===== config.mk =====
export PLATFORM = sky130hd
export DESIGN_NAME = sht_cell
export DESIGN_NICKNAME = d
export VERILOG_FILES = /design/src/design/sht_pkg.sv /design/src/design/sht_cell.sv
export SDC_FILE = /design/constraint.sdc
export NUM_CORES = 1
export LEC_CHECK = 0
export ABC_AREA = 1
export BUFFER_PORTS_ARGS = -buffer_cell sky130_fd_sc_hd__buf_2
export CORE_MARGIN = 3
export CORE_UTILIZATION = 48
export CTS_CLUSTER_DIAMETER = 60
export DETAILED_ROUTE_END_ITERATION = 7
export GPL_ROUTABILITY_DRIVEN = 0
export PLACE_DENSITY = 0.83
export SYNTH_ARGS = -nofsm -noshare
export SYNTH_HDL_FRONTEND = slang
export SYNTH_SLANG_ARGS = --single-unit

===== constraint.sdc =====
create_clock -name aclk -period 2.2 [get_ports aclk]
set_input_delay 0.11 -clock aclk [delete_from_list [all_inputs] [get_ports aclk]]
set_output_delay 0.11 -clock aclk [all_outputs]
set_load 0.1 [all_outputs]

===== src/design/sht_pkg.sv =====
// Shared types and constants for the session handle table.
`timescale 1ns / 1ps

package sht_pkg;

    localparam int SLOT_COUNT_DEF = 16;
    localparam int ID_W           = 32;
    localparam int HANDLE_W       = 5;

    typedef enum logic [1:0] {
        OP_OPEN       = 2'd0,
        OP_CLOSE      = 2'd1,
        OP_INFO       = 2'd2,
        OP_INVALIDATE = 2'd3
    } op_t;

    typedef enum logic [1:0] {
        ST_OK         = 2'd0,
        ST_INVALID    = 2'd1,
        ST_NO_SPACE   = 2'd2,
        ST_BAD_HANDLE = 2'd3
    } status_t;

    // One request as it travels along the slot chain, with its result so far.
    typedef struct packed {
        op_t                 kind;
        logic [ID_W-1:0]     owner_id;
        logic [ID_W-1:0]     provider_id;
        logic [ID_W-1:0]     service_index;
        logic [HANDLE_W-1:0] handle;
        logic                done;
        status_t             status;
        logic [HANDLE_W-1:0] handle_out;
        logic [ID_W-1:0]     owner_out;
        logic [ID_W-1:0]     provider_out;
        logic [ID_W-1:0]     service_out;
        logic [HANDLE_W-1:0] closed_count;
    } req_t;

endpackage


===== src/design/sht_cell.sv =====
// One slot of the session table, acting on each request as it passes by.
`timescale 1ns / 1ps

module sht_cell
    import sht_pkg::*;
#(
    parameter int IDX = 0
) (
    input  logic aclk,
    input  logic aresetn,
    input  logic advance,
    input  logic valid_in,
    input  req_t req_in,
    output logic valid_out,
    output req_t req_out
);

    logic            active_reg, active_next;
    logic [ID_W-1:0] owner_reg, owner_next;
    logic [ID_W-1:0] provider_reg, provider_next;
    logic [ID_W-1:0] service_reg, service_next;
    logic            valid_reg;
    req_t            req_reg, req_next;
    logic            handle_hit;

    assign handle_hit = active_reg && (32'(req_in.handle) == 32'(IDX + 1));

    always_comb begin
        active_next   = active_reg;
        owner_next    = owner_reg;
        provider_next = provider_reg;
        service_next  = service_reg;
        req_next      = req_in;
        if (valid_in && !req_in.done) begin
            unique case (req_in.kind)
                OP_OPEN: begin
                    if (!active_reg) begin
                        active_next         = 1'b1;
                        owner_next          = req_in.owner_id;
                        provider_next       = req_in.provider_id;
                        service_next        = req_in.service_index;
                        req_next.handle_out = HANDLE_W'(IDX + 1);
                        req_next.status     = ST_OK;
                        req_next.done       = 1'b1;
                    end
                end
                OP_CLOSE: begin
                    if (handle_hit) begin
                        active_next     = 1'b0;
                        owner_next      = '0;
                        provider_next   = '0;
                        service_next    = '0;
                        req_next.status = ST_OK;
                        req_next.done   = 1'b1;
                    end
                end
                OP_INFO: begin
                    if (handle_hit) begin
                        req_next.handle_out   = req_in.handle;
                        req_next.owner_out    = owner_reg;
                        req_next.provider_out = provider_reg;
                        req_next.service_out  = service_reg;
                        req_next.status       = ST_OK;
                        req_next.done         = 1'b1;
                    end
                end
                OP_INVALIDATE: begin
                    // Invalidate never finishes early: every slot must see it.
                    if (active_reg && provider_reg == req_in.provider_id) begin
                        active_next           = 1'b0;
                        owner_next            = '0;
                        provider_next         = '0;
                        service_next          = '0;
                        req_next.closed_count = req_in.closed_count + HANDLE_W'(1);
                    end
                end
                default: ;
            endcase
        end
    end

    always_ff @(posedge aclk) begin
        if (!aresetn) begin
            active_reg   <= 1'b0;
            owner_reg    <= '0;
            provider_reg <= '0;
            service_reg  <= '0;
            valid_reg    <= 1'b0;
        end else if (advance) begin
            active_reg   <= active_next;
            owner_reg    <= owner_next;
            provider_reg <= provider_next;
            service_reg  <= service_next;
            valid_reg    <= valid_in;
        end
    end

    always_ff @(posedge aclk) begin
        if (advance) begin
            req_reg <= req_next;
        end
    end

    assign valid_out = valid_reg;
    assign req_out   = req_reg;

endmodule


==> Word level (Yosys, flattened, before mapping) <==
Cells that the tools add are included.
{ "totals": {"regBits": 310, "inputBits": 216, "out_inout_bits": 213, "wordCells": 54} }
{ "op_classes": {"n_eq_ne": 8, "add_sub_neg": 1, "mux": 20, "reduce_logical": 8} }
{ "ops": {"columns": ["operator", "n"], "rows": [
  ["$pmux 32 s3", 3],
  ["$mux 32", 5],
  ["$mux 109", 1],
  ["$mux 104", 1],
  ["$mux 96", 1],
  ["$eq 32x32->1", 1],
  ["$mux 5", 2],
  ["$pmux 5 s2", 1],
  ["$pmux 3 s3", 1],
  ["$mux 8", 1],
  ["$ne 2x2->1 const B", 3],
  ["$reduce_and 6->1", 1],
  ["$add 5x1->5 const B", 1],
  ["$eq 5x1->1 const B", 1],
  ["$reduce_and 5->1", 1],
  ["$eq 2x2->1 const B", 2],
  ["$logic_and 1x1->1", 3],
  ["$mux 3", 1],
  ["$pmux 1 s3", 1],
  ["$reduce_bool 3->1", 1],
  ["$eq 2x1->1 const B", 1],
  ["$logic_not 2->1", 1],
  ["$mux 1", 2],
  ["$logic_not 1->1", 1]
]} }

==> Logic depth before layout (Yosys ltp) <==
{ "depth": {"depth_word": 5, "depth_mapped": 15} }

==> Least setup slack after synthesis <==
No wires, ideal clock.
{ "synth_timing": {"path_type": "flip-flop to flip-flop", "startpoint": "reg active_reg", "endpoint": "reg req_reg (netlist bit req_out[14]), data pin", "path_buffers": 2, "synth_period_minus_slack_ps": 1720, "path_slack_ps": 480, "path_stages_with_launch": 9, "t_arrival_ps": 1460, "path_cell_list": "dfxtp_1 > inv_1 > nor2_1 > nand3_1 > inv_1 > nand4_1 > clkbuf_1 > buf_2 > mux2_2"} }
{ "synth_lines": {"columns": ["element", "line_no", "rtl"], "rows": [
  ["start: declaration", "sht_cell.sv:18", "logic active_reg, active_next;"],
  ["start signal: assignment", "sht_cell.sv:90", "active_reg <= active_next;"],
  ["end signal: assignment", "sht_cell.sv:100", "req_reg <= req_next;"],
  ["end: declaration", "sht_cell.sv:23", "req_t req_reg, req_next;"]
]} }

==> Worst setup path after layout <==
{ "layout_timing": {"startpoint": "reg active_reg", "endpoint": "reg owner_reg[18]"} }
{ "layout_via": {"elab_chain_cells": 3, "elab_cells_between_ends": 6} }
{ "layout_lines": {"columns": ["element", "line_no", "rtl"], "rows": [
  ["$logic_and 1x1->1 (on tied branches)", "sht_cell.sv:69, sht_cell.sv:26", null],
  ["$ne 2x2->1 (no source line)", null, null],
  ["$reduce_and 6->1 (no source line) *", null, null],
  ["end signal: assignment", "sht_cell.sv:91", "owner_reg <= owner_next;"],
  ["end: declaration", "sht_cell.sv:19", "logic [ID_W-1:0] owner_reg, owner_next;"]
]} }
Mark *: on every way between the ends. The rest lies on a longest branch, timed or not.
A chain may end at the register's enable or synchronous reset.

==> impl_metrics.xml <==
<?xml version="1.0" encoding="UTF-8"?>
<metrics>
  <group name="grt">
    <metric name="first_pass_grt_wire_length" unit="um">64800</metric>
    <metric name="grt_util_all_layers" unit="%">28.7</metric>
    <metric name="via_count_of_the_first_global_routing_pass" unit="">11934</metric>
    <metric name="grt_overflow_total" unit="">0</metric>
    <metric name="grt_max_degree" unit="">112</metric>
    <metric name="grt_antenna_before_repair" unit="">0</metric>
  </group>
  <group name="power_and_ir_drop">
    <metric name="power.static_leakage" unit="nW">7.96</metric>
    <metric name="post-layout-total-power" unit="W">0.0158</metric>
    <metric name="ir_worst_vdd" unit="mV">0.861</metric>
    <metric name="power_density" unit="nW/um2">856</metric>
  </group>
  <group name="finish">
    <metric name="design.final.nets" unit="">2032</metric>
    <metric name="layout-drive-gt1-share" unit="%">31.6</metric>
    <metric name="stdcell_count" unit="">2172</metric>
    <metric name="fillers" unit="">1571</metric>
    <metric name="syn_to_final_growth" unit="%">45.4</metric>
    <metric name="leading_cell_types_in_the_layout_fill_and_taps_excluded" unit="">buf_2 (427), nand2_1 (267), edfxtp_1 (212)</metric>
    <metric name="fin_util" unit="%">72.1</metric>
    <metric name="largest_register_ffs" unit="">212</metric>
    <metric name="layout_commonest_cell" unit="">buf_2</metric>
  </group>
  <group name="synth">
    <metric name="postSynthCellCount" unit="">1190</metric>
    <metric name="synth_top_area_cell" unit="">edfxtp_1</metric>
    <metric name="xor_and_xnor_area_share_after_synthesis" unit="%">0.896</metric>
    <metric name="post_synth_instance_area" unit="um2">12700</metric>
    <metric name="synth-main-ff-cell" unit="">edfxtp_1</metric>
    <metric name="synth.distinct_cells" unit="">25</metric>
    <metric name="synth_largest_type_area_fraction" unit="%">50.1</metric>
    <metric name="synth_area_leaders" unit="">edfxtp_1 (50%), dfxtp_1 (15%), nand2_1 (7.9%)</metric>
    <metric name="synth-simple-area-share" unit="%">16.2</metric>
    <metric name="synth_warnings" unit="">0</metric>
    <metric name="postSynthNetCount" unit="">1407</metric>
    <metric name="ys_seq_elements" unit="">310</metric>
    <metric name="post_synth_mux_area_share" unit="%">6.55</metric>
    <metric name="yosysSeqAreaShare" unit="%">65.6</metric>
    <metric name="dominant_combinational_cell_family_by_area_after_synthesis" unit="">simple AND/OR/NAND/NOR gates</metric>
    <metric name="compound_cell_area_share_of_the_yosys_netlist" unit="%">5.25</metric>
    <metric name="synth_edf_count" unit="">212</metric>
    <metric name="synth_adder_area_share" unit="%">0.0985</metric>
    <metric name="async_flop_share" unit="%">0</metric>
    <metric name="synthesis.area_per_instance" unit="um2">10.7</metric>
  </group>
  <group name="setup_path">
    <metric name="critPathArrivalTime" unit="ns">2.48</metric>
    <metric name="regToRegSetupSlack" unit="ns">0.11</metric>
    <metric name="worst-endpoint-required" unit="ns">2.59</metric>
    <metric name="critical_path.startpoint_type" unit="">register</metric>
    <metric name="cp-end-kind" unit="">register</metric>
    <metric name="largest_driver_fanout_on_the_critical_path" unit="">45</metric>
    <metric name="crit_type" unit="">reg2reg</metric>
  </group>
  <group name="run_status">
    <metric name="failed_checks" unit="">design-rule violations</metric>
    <metric name="status" unit="">finished with violations</metric>
  </group>
  <group name="clock_tree">
    <metric name="clock_path_buffers" unit="">3</metric>
    <metric name="cts_tree" unit="">done</metric>
    <metric name="clock-sinks" unit="">310</metric>
    <metric name="cts_root_buffer" unit="">clkbuf_16</metric>
    <metric name="clock_insertion_delay_worst_skew" unit="ns">0.51</metric>
    <metric name="cts-buffers-inserted" unit="">34</metric>
    <metric name="clkTransAtPathRegs" unit="ns">0.06</metric>
    <metric name="htreeDepth" unit="">2</metric>
  </group>
  <group name="detailed_routing">
    <metric name="dr_total_vias" unit="">11843</metric>
    <metric name="viasPerCell" unit="">5.45</metric>
    <metric name="post_dr_wirelength_cell" unit="um">20.0</metric>
    <metric name="antenna_violating_nets_left" unit="">0</metric>
    <metric name="totalWireLength" unit="um">43400</metric>
    <metric name="drt_pass1_iterations" unit="">8</metric>
    <metric name="detail_route.drc_violations" unit="">2</metric>
    <metric name="detailedRoute.firstIterationViolations" unit="">1581</metric>
  </group>
  <group name="timing">
    <metric name="final.setup.worst_slack" unit="ns">0.111</metric>
    <metric name="setup_repair_after_global_routing_missed_its_margin" unit="">no</metric>
    <metric name="max_slew.worst_pin.slew" unit="ns">0.952</metric>
    <metric name="report.final.hold_viol_count" unit="">0</metric>
    <metric name="setup_total_negative_slack" unit="ns">0</metric>
    <metric name="finalSetupViolCount" unit="">0</metric>
    <metric name="layout_worst_path_cycle_share" unit="%">94.9</metric>
    <metric name="clock_skew" unit="ns">0.0263</metric>
    <metric name="slew-limit-headroom" unit="%">36.5</metric>
    <metric name="final.min_clock_period" unit="ns">2.09</metric>
    <metric name="max_freq" unit="MHz">479</metric>
    <metric name="final_max_slew_viol_count" unit="">0</metric>
  </group>
  <group name="die">
    <metric name="core.rowCount" unit="">58</metric>
    <metric name="num_io_pins" unit="">429</metric>
    <metric name="core_area" unit="um2">25600</metric>
    <metric name="chipWidth" unit="um">169</metric>
    <metric name="die_y" unit="um">169</metric>
    <metric name="initial_core_util" unit="%">49.6</metric>
    <metric name="die_area" unit="um2">28500</metric>
  </group>
  <group name="place">
    <metric name="dpl.cell_count" unit="">1893</metric>
    <metric name="place_worst_setup_slack" unit="ns">0.0442</metric>
    <metric name="dp_hpwl" unit="um">25200</metric>
    <metric name="io_buffers" unit="">428</metric>
  </group>
  <group name="flow_run">
    <metric name="max_cap_violations" unit="">0</metric>
  </group>
  <group name="hold_path">
    <metric name="hp-class" unit="">in2reg</metric>
  </group>
</metrics>
[stage by stage]
| step | hold slack [ns] | area, um2 |
|---|---|---|
| floorplan | 0.209 | 12700 |
| global placement | 0.302 | 15200 |
| detailed placement | 0.305 | 15200 |
| CTS | 0.0407 | 18400 |
| global route | 0.0227 | 18500 |
| finish | 0.0482 | 18500 |
[where the power goes]
| group | internal (W) | leakage, nW | switching [W] |
|---|---|---|---|
| clock network | 0.00338 | 0.544 | 0.00226 |
| logic | 0.000775 | 4.55 | 0.00269 |
| registers | 0.00658 | 2.87 | 0.000121 |
| total | 0.0107 | 7.96 | 0.00507 |
[logic make-up (layout without fill, tap and decap cells)]
family,Yosys count,count (layout)
other cells,0,1
compound gates,132,132
fa+ha+maj,1,1
simple gates,507,508
flops,310,310
mux,74,74
xor+xnor,13,13
buf+inv,153,803
[synthesized netlist by cell type, types with 2 or more instances]
master / count
nor2_2: 2
o22ai_1: 2
nand2_1: 267
buf_2: 30
nand3_1: 105
mux2_2: 73
nor2_1: 127
buf_4: 12
nand4_1: 4
inv_2: 2
buf_6: 5
clkbuf_1: 18
a21oi_1: 101
inv_1: 77
dfxtp_1: 98
o21ai_0: 27
nand2_2: 2
edfxtp_1: 212
xnor2_1: 12
buf_1: 9
[critical path, cell delays in order (launching register included)]
cell     delay (ns)
dfxtp_1        0.35
inv_1          0.10
nor2_1         0.15
nand3_1        0.20
nand2_1        0.10
nand3_1        0.13
nor2_4         0.15
buf_4          0.20
buf_12         0.23
nand3_1        0.15
nand2_1        0.12
nor2_1         0.08
[layer usage]
metal	up-vias	GRT usage, %	wire (um)
met5	-	0	0
met1	5486	31.9	14500
met2	925	51.9	22500
li1	5263	-	-
met4	0	13.7	2090
met3	169	6.66	4350
[worst paths after layout]
path | end | cells after the start | start
max | owner_reg[18] | 11 | active_reg
min | req_out[37] | 3 | req_in[37]
max reg2reg | owner_reg[18] | 11 | active_reg
min reg2reg | service_reg[15] | 2 | service_reg[15]
[area by class of cell]
cell class	count	area (um2)	area share, %
inverter	79	297	1.61
tap	330	413	2.24
sequential	310	8330	45.1
timing repair buffer	662	4590	24.9
multi-input combinational	728	3730	20.2
clock buffer	56	1050	5.67
clock inverter	6	61.3	0.332
antenna	1	2.50	0.0135
[timing repair]
action                                  4_1_cts  5_1_grt
endpoints found under the setup margin        0      140
endpoints found under the hold margin       289        0
setup buffers                                 0        3
resized for setup                             0        6
hold buffers                                210        0
Note: power is estimated with default switching activity, not from simulation.
